`src/rtl/dapm_pkg.sv`:
```
// ----------------------------------------------------------------------------
// dapm_pkg
// shared widths, constants and types of the dual-axis pid motor mixer
// ----------------------------------------------------------------------------
package dapm_pkg;

    localparam int ANGLE_W    = 16;
    localparam int ERR_W      = 15;               // halved error
    localparam int DIFF_W     = ERR_W + 1;        // error minus previous
    localparam int SUM_W      = 32;
    localparam int GAIN_W     = 16;
    localparam int THR_W      = 12;
    localparam int TRIM_W     = 12;
    localparam int CMP_W      = 12;
    localparam int MOTORS     = 4;

    localparam int P_W        = GAIN_W + ERR_W;
    localparam int I_W        = GAIN_W + SUM_W;
    localparam int D_W        = GAIN_W + DIFF_W;
    localparam int CORR_W     = I_W + 1;
    localparam int MOTOR_W    = CORR_W + 2;

    localparam int SPEED_W    = 12;
    localparam int SCALED_W   = 22;               // speed * 1619 + 642 fits here
    localparam int RECIP_W    = 23;
    localparam int RECIP_SHIFT = 32;

    localparam logic [SPEED_W-1:0]  SPEED_MIN = 12'd700;
    localparam logic [SPEED_W-1:0]  SPEED_MAX = 12'd2400;
    localparam logic [10:0]         SCALE_MUL = 11'd1619;
    localparam logic [9:0]          SCALE_ADD = 10'd642;
    // ceil(2^32 / 1000), exact floor division for all scaled values in range
    localparam logic [RECIP_W-1:0]  RECIP_1000 = 23'd4294968;

    localparam logic [THR_W-1:0]    THROTTLE_RESET = 12'd750;

    localparam int CFG_IDX_W  = 3;
    localparam int CFG_DATA_W = 16;

    typedef enum logic [CFG_IDX_W-1:0] {
        REG_GAIN_P,
        REG_GAIN_I,
        REG_GAIN_D,
        REG_BASE_THROTTLE,
        REG_TRIM_MOTOR1,
        REG_TRIM_MOTOR2,
        REG_TRIM_MOTOR3,
        REG_TRIM_MOTOR4
    } cfg_reg_t;

    // load enables of the six pipeline registers
    typedef struct packed {
        logic s1;
        logic s2;
        logic s3;
        logic s4;
        logic s5;
        logic s6;
    } stage_en_t;

    typedef logic [MOTORS-1:0][TRIM_W-1:0]  trim_vec_t;
    typedef logic [MOTORS-1:0][SPEED_W-1:0] speed_vec_t;
    typedef logic [MOTORS-1:0][CMP_W-1:0]   cmp_vec_t;
    typedef logic [MOTORS-1:0]              motor_flags_t;

endpackage

```
`src/rtl/dapm_scale.sv`:
```
// ----------------------------------------------------------------------------
// dapm_scale
// speed to pwm compare value, floor((v * 1619 + 642) / 1000)
// ----------------------------------------------------------------------------
module dapm_scale (
    input  logic                  clk,
    input  dapm_pkg::stage_en_t   en,
    input  dapm_pkg::speed_vec_t  speed,
    input  dapm_pkg::motor_flags_t low_in,
    input  dapm_pkg::motor_flags_t high_in,
    output dapm_pkg::cmp_vec_t    compare,
    output dapm_pkg::motor_flags_t low_out,
    output dapm_pkg::motor_flags_t high_out
);
    import dapm_pkg::*;

    localparam int PROD_W = SCALED_W + RECIP_W;

    logic [SCALED_W-1:0] scaled_reg [MOTORS];
    motor_flags_t        low5_reg;
    motor_flags_t        high5_reg;

    logic [PROD_W-1:0]   prod [MOTORS];
    cmp_vec_t            cmp_reg;
    motor_flags_t        low6_reg;
    motor_flags_t        high6_reg;

    // divide by 1000 as a multiply by the rounded-up reciprocal
    always_comb
    begin
        for (int i = 0; i < MOTORS; i++)
        begin
            prod[i] = PROD_W'(scaled_reg[i]) * PROD_W'(RECIP_1000);
        end
    end

    always_ff @(posedge clk)
    begin
        if (en.s5)
        begin
            for (int i = 0; i < MOTORS; i++)
            begin
                scaled_reg[i] <= SCALED_W'(speed[i]) * SCALED_W'(SCALE_MUL)
                                 + SCALED_W'(SCALE_ADD);
            end
            low5_reg  <= low_in;
            high5_reg <= high_in;
        end
        if (en.s6)
        begin
            for (int i = 0; i < MOTORS; i++)
            begin
                cmp_reg[i] <= prod[i][RECIP_SHIFT +: CMP_W];
            end
            low6_reg  <= low5_reg;
            high6_reg <= high5_reg;
        end
    end

    assign compare  = cmp_reg;
    assign low_out  = low6_reg;
    assign high_out = high6_reg;

endmodule
```
`config.mk`:
```
export PLATFORM = sky130hd
export DESIGN_NAME = dapm_scale
export DESIGN_NICKNAME = d
export VERILOG_FILES = /design/src/rtl/dapm_pkg.sv /design/src/rtl/dapm_scale.sv
export SDC_FILE = /design/constraint.sdc
export NUM_CORES = 2
export LEC_CHECK = 0
export BUFFER_PORTS_ARGS = -buffer_cell sky130_fd_sc_hd__buf_2
export CAP_MARGIN = 20
export CORE_ASPECT_RATIO = 0.75
export CORE_MARGIN = 8
export CORE_UTILIZATION = 65
export DETAILED_ROUTE_END_ITERATION = 16
export PLACE_DENSITY_LB_ADDON = 0.05
export SLEW_MARGIN = 20
export SYNTH_ARGS = -nofsm -noshare
export SYNTH_HDL_FRONTEND = slang
export SYNTH_SLANG_ARGS = --single-unit
```
`constraint.sdc`:
```
create_clock -name clk -period 7 [get_ports clk]
set_input_delay 0 -clock clk [delete_from_list [all_inputs] [get_ports clk]]
set_output_delay 0 -clock clk [all_outputs]
set_load 0.1 [all_outputs]
```
==> reports/results.ini <==
[yosys]
ys_ff_latch=152
syn-cell-area_sq_um=36090
synthCells=3472
yosysTopAreaCellShare=0.3453
yosysWarnings=0
synth_commonest_cells=1006 x inv_1, 996 x ha_1, 508 x fa_1
syn_area_per_cell_sq_um=10.39
synth.distinct_cells=64
yosysSeqAreaShare=0.1265
synth_edf_count=152
synth_ff_type=edfxtp_1
yosys.area.top_type=ha_1
synth_area_leaders=ha_1 35%, fa_1 28%, edfxtp_1 13%
synth_nets=5039
async_flop_share=0
yosysMostFrequentCell=inv_1

[placement]
placed_area_sq_um=37580
routabilityCongestion=0.9570
detailed_place_hpwl_mm=70.07
io_buffers=114

[critical_path]
reg2reg_to=compare[18]
worst-path-max-fanout=6
arrival_ns=6.69
crit_type=reg2reg
crit_family=adder cells
path_buf_inv=4
critPathCaptureType=flip-flop
start_kind=flip-flop
r2r_cells=21
cp_slowest_cell=edfxtp_1
r2r-start=scaled_reg[1][3]
rrSetupSlack_ns=0.53
crit_required_ns=7.22
critPathLaunch=scaled_reg[1][3]
crit_top_cell=fa_1
cpPeakStageDelay_ns=0.54
worstPathCellList=ha_1, ha_1, inv_1, fa_1, fa_1, inv_1, fa_1, fa_1, inv_1, fa_1, inv_1, ha_1, nand3_1, nor3_1, a211oi_1, a21boi_0, o21ai_1, a21boi_0, o21ai_0, a21oi_1, a31oi_1

[clock_tree]
cts_tree=yes
clock_path_buffers=2
cts_resized=0
clock_latency_ns=0.49
cts_num_sinks=152
cts-root-buf=clkbuf_16
cts-buffers-inserted=17
cts_max_level=4
path_clk_slew_ns=0.07
postCtsSetupBuffers=0
cts_hold_buf=12

[global_route]
grt_remaining_overflow=0
grt_pass1_wl_mm=131.6
grt_max_degree=57
grtUsageTotal=0.2620
first_global_vias=25960
antenna_found_initial=3

[finish]
syn2layout_area_growth_pct=6.151
diodes=0
largest_reg_flops=88
fillerInstances=4271
drive_gt1_frac=0.04737
postLayoutCellArea_sq_um=38310
final_util=0.7013
nets=5185

[run_status]
status=completed

[run]
drv_cap=0

[timing]
tightest_slew_ns=0.8479
max_slew_margin=0.4347
drv_slew=0
fmax_ghz=0.1546
hold_viol=0
fin_setup_tns_ns=0
min_period_ns=6.470
finalSetupViolations=0
rsz0062_at_grt=false
clock_skew_ns=0.01281
fin_crit_sh=0.9243

[route]
drtPass1Iterations=7
m1WireLength_mm=38.34
routed_wl_mm=78.74
drc=0
drtIter0Drc=1197
dr_wl_met3_mm=4.006
viasPerCell=5.505
routedWlPerCell_um=18.09
highest_layer=met5
drtAntennaViolNets=0
wl_met2_mm=35.12
dr_total_vias=23960

[worst_hold_path]
holdCritPathClass=in2reg
hold_depth=1
hold_end=scaled_reg[0][18]
worstHoldStart=en[1]

[floorplan]
die-area_sq_um=63390
start_util=0.6606
row_count=74
core_area_sq_um=54630
io-pin-count=119
die_y_um=220.1
die_w_um=288.1

==> kinds of logic (layout without fill, tap and decap cells) <==
group	Yosys count	count (layout)	share of synthesized area
adders and majority gates	1504	1504	0.6271
buffers and inverters	1009	1168	0.1049
AOI/OAI and AO/OA	388	388	0.07173
and+or+nand+nor	296	296	0.03987
DFF	152	152	0.1265
xor gates and xnor gates	123	123	0.02985
==> worst reg2reg max path, cell delays in order (launching register included) <==
cell and delay (ns):
edfxtp_1 0.54, ha_1 0.36, ha_1 0.18, inv_1 0.07, fa_1 0.40, fa_1 0.54, inv_1 0.05, fa_1 0.50
fa_1 0.49, inv_1 0.05, fa_1 0.47, inv_1 0.04, ha_1 0.38, nand3_1 0.14, nor3_1 0.29, a211oi_1 0.12
a21boi_0 0.50, o21ai_1 0.22, a21boi_0 0.45, o21ai_0 0.19, a21oi_1 0.17, a31oi_1 0.05
==> layout by cell type (no fill, tap or decap), types with 15 or more instances in the layout <==
cell type  synthesis  final
ha_1             996    996
clkbuf_16          0     17
xnor2_1          104    104
xor2_1            19     19
buf_2              0    113
nand3_1           40     40
a21oi_1          110    110
nor3_1            29     29
edfxtp_1         152    152
o21a_1            24     24
and3_1            15     15
a21o_1            60     60
o21ai_0           65     65
a211oi_1          15     15
inv_1           1006   1006
nor2_1            82     82
nand2_1           65     65
nor2b_1           15     15
fa_1             508    508
==> per-layer routing <==
layer	GRT usage	up-vias
li1	-	11610
met1	0.3764	11820
met2	0.4158	443
met3	0.04508	92
met4	0.05771	4
met5	0	-
==> cell type report <==
cell class	instances	area, sq um	share of cell area
multi-input cells	2311	27740	0.7240
flip-flops and latches	152	4564	0.1191
inverters	1006	3776	0.09857
well taps	722	903.4	0.02358
repair buffers	130	723.2	0.01888
clock buffers	17	425.4	0.01110
clock inverters	15	178.9	0.004671
==> stage by stage <==
step / hold WS, ns / setup slack (ns) / cells
floorplan: 0.09887 / 1.359 / 3472
global placement: 0.1788 / 0.7205 / 4309
detailed placement: 0.1796 / 0.6350 / 4309
CTS: 0.01378 / 0.5997 / 4353
global route: 0.05299 / 0.1417 / 4353
finish: 0.04501 / 0.5301 / 4353
==> worst max path at each step <==
stage	end	slack (ns)	depth (start not counted)
2_1_floorplan	compare[46]	1.36	21
3_3_place_gp	compare[11]	0.72	20
3_5_place_dp	compare[35]	0.63	20
4_1_cts	compare[18]	0.60	21
5_1_grt	compare[18]	0.14	21
6_report	compare[18]	0.53	21
Power is left out: the tool's default activity adds up to more than one toggle a clock period on the data nets, which glitch-free logic cannot reach.
