`src/rtl/dapm_pkg.sv`:
```
// ----------------------------------------------------------------------------
// dapm_pkg
// shared widths, constants and types of the dual-axis pid motor mixer
// ----------------------------------------------------------------------------
package dapm_pkg;

    localparam int ANGLE_W    = 16;
    localparam int ERR_W      = 15;               // halved error
    localparam int DIFF_W     = ERR_W + 1;        // error minus previous
    localparam int SUM_W      = 32;
    localparam int GAIN_W     = 16;
    localparam int THR_W      = 12;
    localparam int TRIM_W     = 12;
    localparam int CMP_W      = 12;
    localparam int MOTORS     = 4;

    localparam int P_W        = GAIN_W + ERR_W;
    localparam int I_W        = GAIN_W + SUM_W;
    localparam int D_W        = GAIN_W + DIFF_W;
    localparam int CORR_W     = I_W + 1;
    localparam int MOTOR_W    = CORR_W + 2;

    localparam int SPEED_W    = 12;
    localparam int SCALED_W   = 22;               // speed * 1619 + 642 fits here
    localparam int RECIP_W    = 23;
    localparam int RECIP_SHIFT = 32;

    localparam logic [SPEED_W-1:0]  SPEED_MIN = 12'd700;
    localparam logic [SPEED_W-1:0]  SPEED_MAX = 12'd2400;
    localparam logic [10:0]         SCALE_MUL = 11'd1619;
    localparam logic [9:0]          SCALE_ADD = 10'd642;
    // ceil(2^32 / 1000), exact floor division for all scaled values in range
    localparam logic [RECIP_W-1:0]  RECIP_1000 = 23'd4294968;

    localparam logic [THR_W-1:0]    THROTTLE_RESET = 12'd750;

    localparam int CFG_IDX_W  = 3;
    localparam int CFG_DATA_W = 16;

    typedef enum logic [CFG_IDX_W-1:0] {
        REG_GAIN_P,
        REG_GAIN_I,
        REG_GAIN_D,
        REG_BASE_THROTTLE,
        REG_TRIM_MOTOR1,
        REG_TRIM_MOTOR2,
        REG_TRIM_MOTOR3,
        REG_TRIM_MOTOR4
    } cfg_reg_t;

    // load enables of the six pipeline registers
    typedef struct packed {
        logic s1;
        logic s2;
        logic s3;
        logic s4;
        logic s5;
        logic s6;
    } stage_en_t;

    typedef logic [MOTORS-1:0][TRIM_W-1:0]  trim_vec_t;
    typedef logic [MOTORS-1:0][SPEED_W-1:0] speed_vec_t;
    typedef logic [MOTORS-1:0][CMP_W-1:0]   cmp_vec_t;
    typedef logic [MOTORS-1:0]              motor_flags_t;

endpackage

```
`src/rtl/dapm_axis.sv`:
```
// ----------------------------------------------------------------------------
// dapm_axis
// one pid axis: halving, running sum, difference, products and correction
// ----------------------------------------------------------------------------
module dapm_axis (
    input  logic                               clk,
    input  logic                               rst_n,
    input  dapm_pkg::stage_en_t                en,
    input  logic                               accept,
    input  logic signed [dapm_pkg::ANGLE_W-1:0] angle,
    input  logic signed [dapm_pkg::GAIN_W-1:0]  gain_p,
    input  logic signed [dapm_pkg::GAIN_W-1:0]  gain_i,
    input  logic signed [dapm_pkg::GAIN_W-1:0]  gain_d,
    output logic signed [dapm_pkg::CORR_W-1:0]  corr
);
    import dapm_pkg::*;

    logic signed [ANGLE_W-1:0] biased;
    logic signed [ERR_W-1:0]   err;
    logic signed [SUM_W-1:0]   sum_next;
    logic signed [DIFF_W-1:0]  diff;

    logic signed [SUM_W-1:0]   sum_reg;
    logic signed [ERR_W-1:0]   prev_reg;

    logic signed [ERR_W-1:0]   err1_reg;
    logic signed [SUM_W-1:0]   sum1_reg;
    logic signed [DIFF_W-1:0]  diff1_reg;

    logic signed [P_W-1:0]     p2_reg;
    logic signed [I_W-1:0]     i2_reg;
    logic signed [D_W-1:0]     d2_reg;

    logic signed [CORR_W-1:0]  corr3_reg;

    // add one to negatives before the shift so the halving truncates toward zero
    assign biased   = angle + $signed({{(ANGLE_W-1){1'b0}}, angle[ANGLE_W-1]});
    assign err      = biased[ANGLE_W-1:1];
    assign sum_next = sum_reg + {{(SUM_W-ERR_W){err[ERR_W-1]}}, err};
    assign diff     = {err[ERR_W-1], err} - {prev_reg[ERR_W-1], prev_reg};

    always_ff @(posedge clk or negedge rst_n)
    begin
        if (!rst_n)
        begin
            sum_reg  <= '0;
            prev_reg <= '0;
        end
        else if (accept)
        begin
            sum_reg  <= sum_next;
            prev_reg <= err;
        end
    end

    always_ff @(posedge clk)
    begin
        if (en.s1)
        begin
            err1_reg  <= err;
            sum1_reg  <= sum_next;
            diff1_reg <= diff;
        end
        if (en.s2)
        begin
            p2_reg <= gain_p * err1_reg;
            i2_reg <= gain_i * sum1_reg;
            d2_reg <= gain_d * diff1_reg;
        end
        if (en.s3)
        begin
            corr3_reg <= CORR_W'(p2_reg) + CORR_W'(i2_reg) + CORR_W'(d2_reg);
        end
    end

    assign corr = corr3_reg;

endmodule

```
`config.mk`:
```
export PLATFORM = sky130hd
export DESIGN_NAME = dapm_axis
export DESIGN_NICKNAME = d
export VERILOG_FILES = /design/src/rtl/dapm_pkg.sv /design/src/rtl/dapm_axis.sv
export SDC_FILE = /design/constraint.sdc
export NUM_CORES = 2
export LEC_CHECK = 0
export ABC_AREA = 0
export BUFFER_PORTS_ARGS = -buffer_cell sky130_fd_sc_hd__buf_4
export CAP_MARGIN = 20
export CELL_PAD_IN_SITES_DETAIL_PLACEMENT = 1
export CELL_PAD_IN_SITES_GLOBAL_PLACEMENT = 2
export CORE_MARGIN = 2
export CORE_UTILIZATION = 39
export CTS_CLUSTER_SIZE = 30
export DETAILED_ROUTE_END_ITERATION = 7
export GPL_ROUTABILITY_DRIVEN = 0
export PLACE_DENSITY_LB_ADDON = 0.1
export SLEW_MARGIN = 20
export SYNTH_ARGS = -nofsm -noshare
export SYNTH_HDL_FRONTEND = slang
export SYNTH_SLANG_ARGS = --single-unit
```
`constraint.sdc`:
```
create_clock -name clk -period 6.5 [get_ports clk]
set_clock_uncertainty 0.05 [all_clocks]
set_input_delay 0.65 -clock clk [delete_from_list [all_inputs] [get_ports clk]]
set_output_delay 0.65 -clock clk [all_outputs]
set_load 0.05 [all_outputs]
```
==> metrics.txt <==
fraction of registers with async set/reset=17.4%; vias per cell=~4.8; r2r endpoint=i2_reg[40]$_DFFE_PP_; status=finished, violations left; Die Width=between 300 and 400 microns; first-pass GRT wire length=233 mm; vias in the first global route=41,300; Fmax=0.153 GHz; Nets=7,202; Distinct cells, synth=76; Routed Wire Length=145 mm; CP Launch Type=flop; Sink Count=270; clk buf depth=3; Reg2Reg Depth=23; Post-Syn Area=50,500 sq um; worst path arrival time=6840 ps; cts hold-fix bufs=0; number of top-level pins=122; Rows=132; post-synthesis cell count=5,164; Post-Syn Area per Cell=9.78 sq um; Synth warnings=0; most frequent cells in the layout=1,152 x inv_1, 1,000 x fa_1, 631 x nand2_1; Area Growth Syn to Fin=19.5%; clock latency on the worst-skew pair=590 ps; die area=132,000 sq um; Post-synth EDFFs=~220; DRT Pass-1 Iters=5; FF-to-FF setup slack=-50 ps; Setup crit end=i2_reg[40]$_DFFE_PP_; worst setup path category=reg -> reg; global-route usage over all layers=22.8%; via count=36,332; commonest non-fill, non-tap cell in the layout=inv_1; dpl hpwl=around 130 mm; crit-path max FO=5; dpl ws=-573 ps; Core ar.=129,000 sq um; IO Port Bufs=approximately 120; Post-Syn Nets=6,645; crit share post-route=101%; RR Startpoint=sum1_reg[4]$_DFFE_PP_; Initial Utilization=39.2%; DRT iter0 DRCs=1,343; RSZ-0062 raised after global routing=true; Design Area, Final=60,400 sq um; Fill cells=14,442; final hold viol count=0; violated checks=setup timing; H-Tree Level Count=2; global route overflow=0; Final Critical Period=6550 ps; fin. max-slew vios=0; Setup violations, final=4; Max Cap Viol=0; synthesized flop and latch total=270; CTS tree=done; Non-Filler Instances=7,494; relative slew slack=34.6%; antenna-violating nets left=0; clock root cell=clkbuf_16; fin worst setup slack=-50.0 ps; Post-DP Area=57,100 sq um; flip-flop count of the largest register after layout=49; endpoint class of the critical path=flop; worst slew pin tran=980 ps; largest net degree at the start of global routing=64; DRC=0; initial antenna violation count=8; clk slew on worst S/H paths=70 ps; CP required=6790 ps; post-synthesis sequential area ratio=15.6%; Inst Count DP=around 7,400; die height=364 microns; Hold Slack=60.8 ps; WL/cell=approximately 19 microns; CTS Buf Count=40; crit path from=sum1_reg[4]$_DFFE_PP_; Main synth FF type=edfxtp_1; worst hold path class=in -> async; share of cells above drive strength 1=18.1%
==> worst min-delay path by stage <==
| stage | depth (start not counted) | slack (ps) | from | endpoint |
|---|---|---|---|---|
| 6_report | 1 | 60 | rst_n | sum_reg[19]$_DFFE_PN0P_ |
| 5_1_grt | 1 | 100 | rst_n | sum_reg[19]$_DFFE_PN0P_ |
| 4_1_cts | 1 | 60 | rst_n | sum_reg[19]$_DFFE_PN0P_ |
| 3_5_place_dp | 1 | 430 | sum_reg[31]$_DFFE_PN0P_ | sum_reg[31]$_DFFE_PN0P_ |
| 3_3_place_gp | 1 | 430 | sum_reg[31]$_DFFE_PN0P_ | sum_reg[31]$_DFFE_PN0P_ |
| 2_1_floorplan | 0 | 300 | rst_n | prev_reg[0]$_DFFE_PN0P_ |
==> worst max-delay path: stages, from the launching register on <==
cell,delay [ps]
edfxtp_1,540
buf_4,210
and2_1,160
fa_1,530
fa_2,440
fa_1,450
fa_1,520
fa_1,610
inv_1,70
fa_1,490
inv_2,50
ha_4,210
a21oi_2,130
o21ai_1,90
a211oi_1,210
buf_4,170
a2bb2oi_4,150
o21ai_4,90
a2111oi_4,350
buf_4,170
o211ai_1,120
a21oi_2,250
o21bai_1,100
xor2_1,140
==> synthesized netlist by cell type (12+ instances only) <==
cell type     n  area, sq um
a211oi_1     17          128
a21o_1       83          623
a21oi_1     151          756
a31oi_1      18          113
and2_1      401         2510
and3_1       12         75.1
clkbuf_1    162          608
dfrtp_1      47         1180
edfxtp_1    223         6700
fa_1       1034        20700
ha_1        374         4680
inv_1      1189         4460
mux2_2       32          360
nand2_1     651         2440
nand2b_1     35          219
nand3_1      39          195
nand4_1      19          119
nor2_1      139          522
nor2b_1      20          125
nor3_1       23          115
o21a_1       22          165
o21ai_0      86          430
o21bai_1     42          315
xnor2_1     150         1310
xor2_1       66          578
==> cells by family (layout without fill, tap and decap cells) <==
kind of cell,Yosys count,count (layout),share of synthesized area [%]
compound gates,518,518,6.75
xor+xnor,216,216,3.75
fa+ha+maj,1408,1408,50.2
buf+inv,1357,1943,10.1
flops,270,270,15.6
mux,34,34,0.753
other cells,0,2,0
simple gates,1361,1361,12.8
==> timing repair <==
item                                   CTS  global route
endpoints found under the hold margin    0             0
pin swaps                              123           151
gates resized for setup                147           183
setup endpoints to repair               27            38
setup buffers                           31            26
==> per-stage QoR <==
step / utilization, % / TNS (ps)
floorplan: - / -13.3
global placement: 44.3 / -10360
detailed placement: 44.3 / -12730
CTS: 46.0 / -465
global route: 46.8 / -2620
finish: 46.8 / -121
==> per-layer routing <==
| layer | share of wire [%] | GRT usage [%] | up-vias | routed length, microns |
|---|---|---|---|---|
| met2 | 47 | 37.7 | 392 | 68300 |
| li1 | - | - | 16810 | - |
| met5 | 0.021 | 0 | - | 30 |
| met1 | 49 | 32.8 | 19016 | 70400 |
| met4 | 1.5 | 4.00 | 6 | 2160 |
| met3 | 2.9 | 2.30 | 108 | 4140 |
==> area by class of cell <==
cell class / instances / area (sq um) / area share [%]
timing repair buffer: 681 / 5720 / 9.47
clock buffer: 49 / 1080 / 1.78
sequential: 270 / 7870 / 13.0
antenna: 2 / 5.00 / 0.00829
clock inverter: 22 / 211 / 0.350
multi-input combinational: 3537 / 38900 / 64.3
tap: 1742 / 2180 / 3.61
inverter: 1191 / 4470 / 7.40
Power is not shown: default switching activity piles up to over one toggle a cycle in this logic, so the estimate is an artifact.
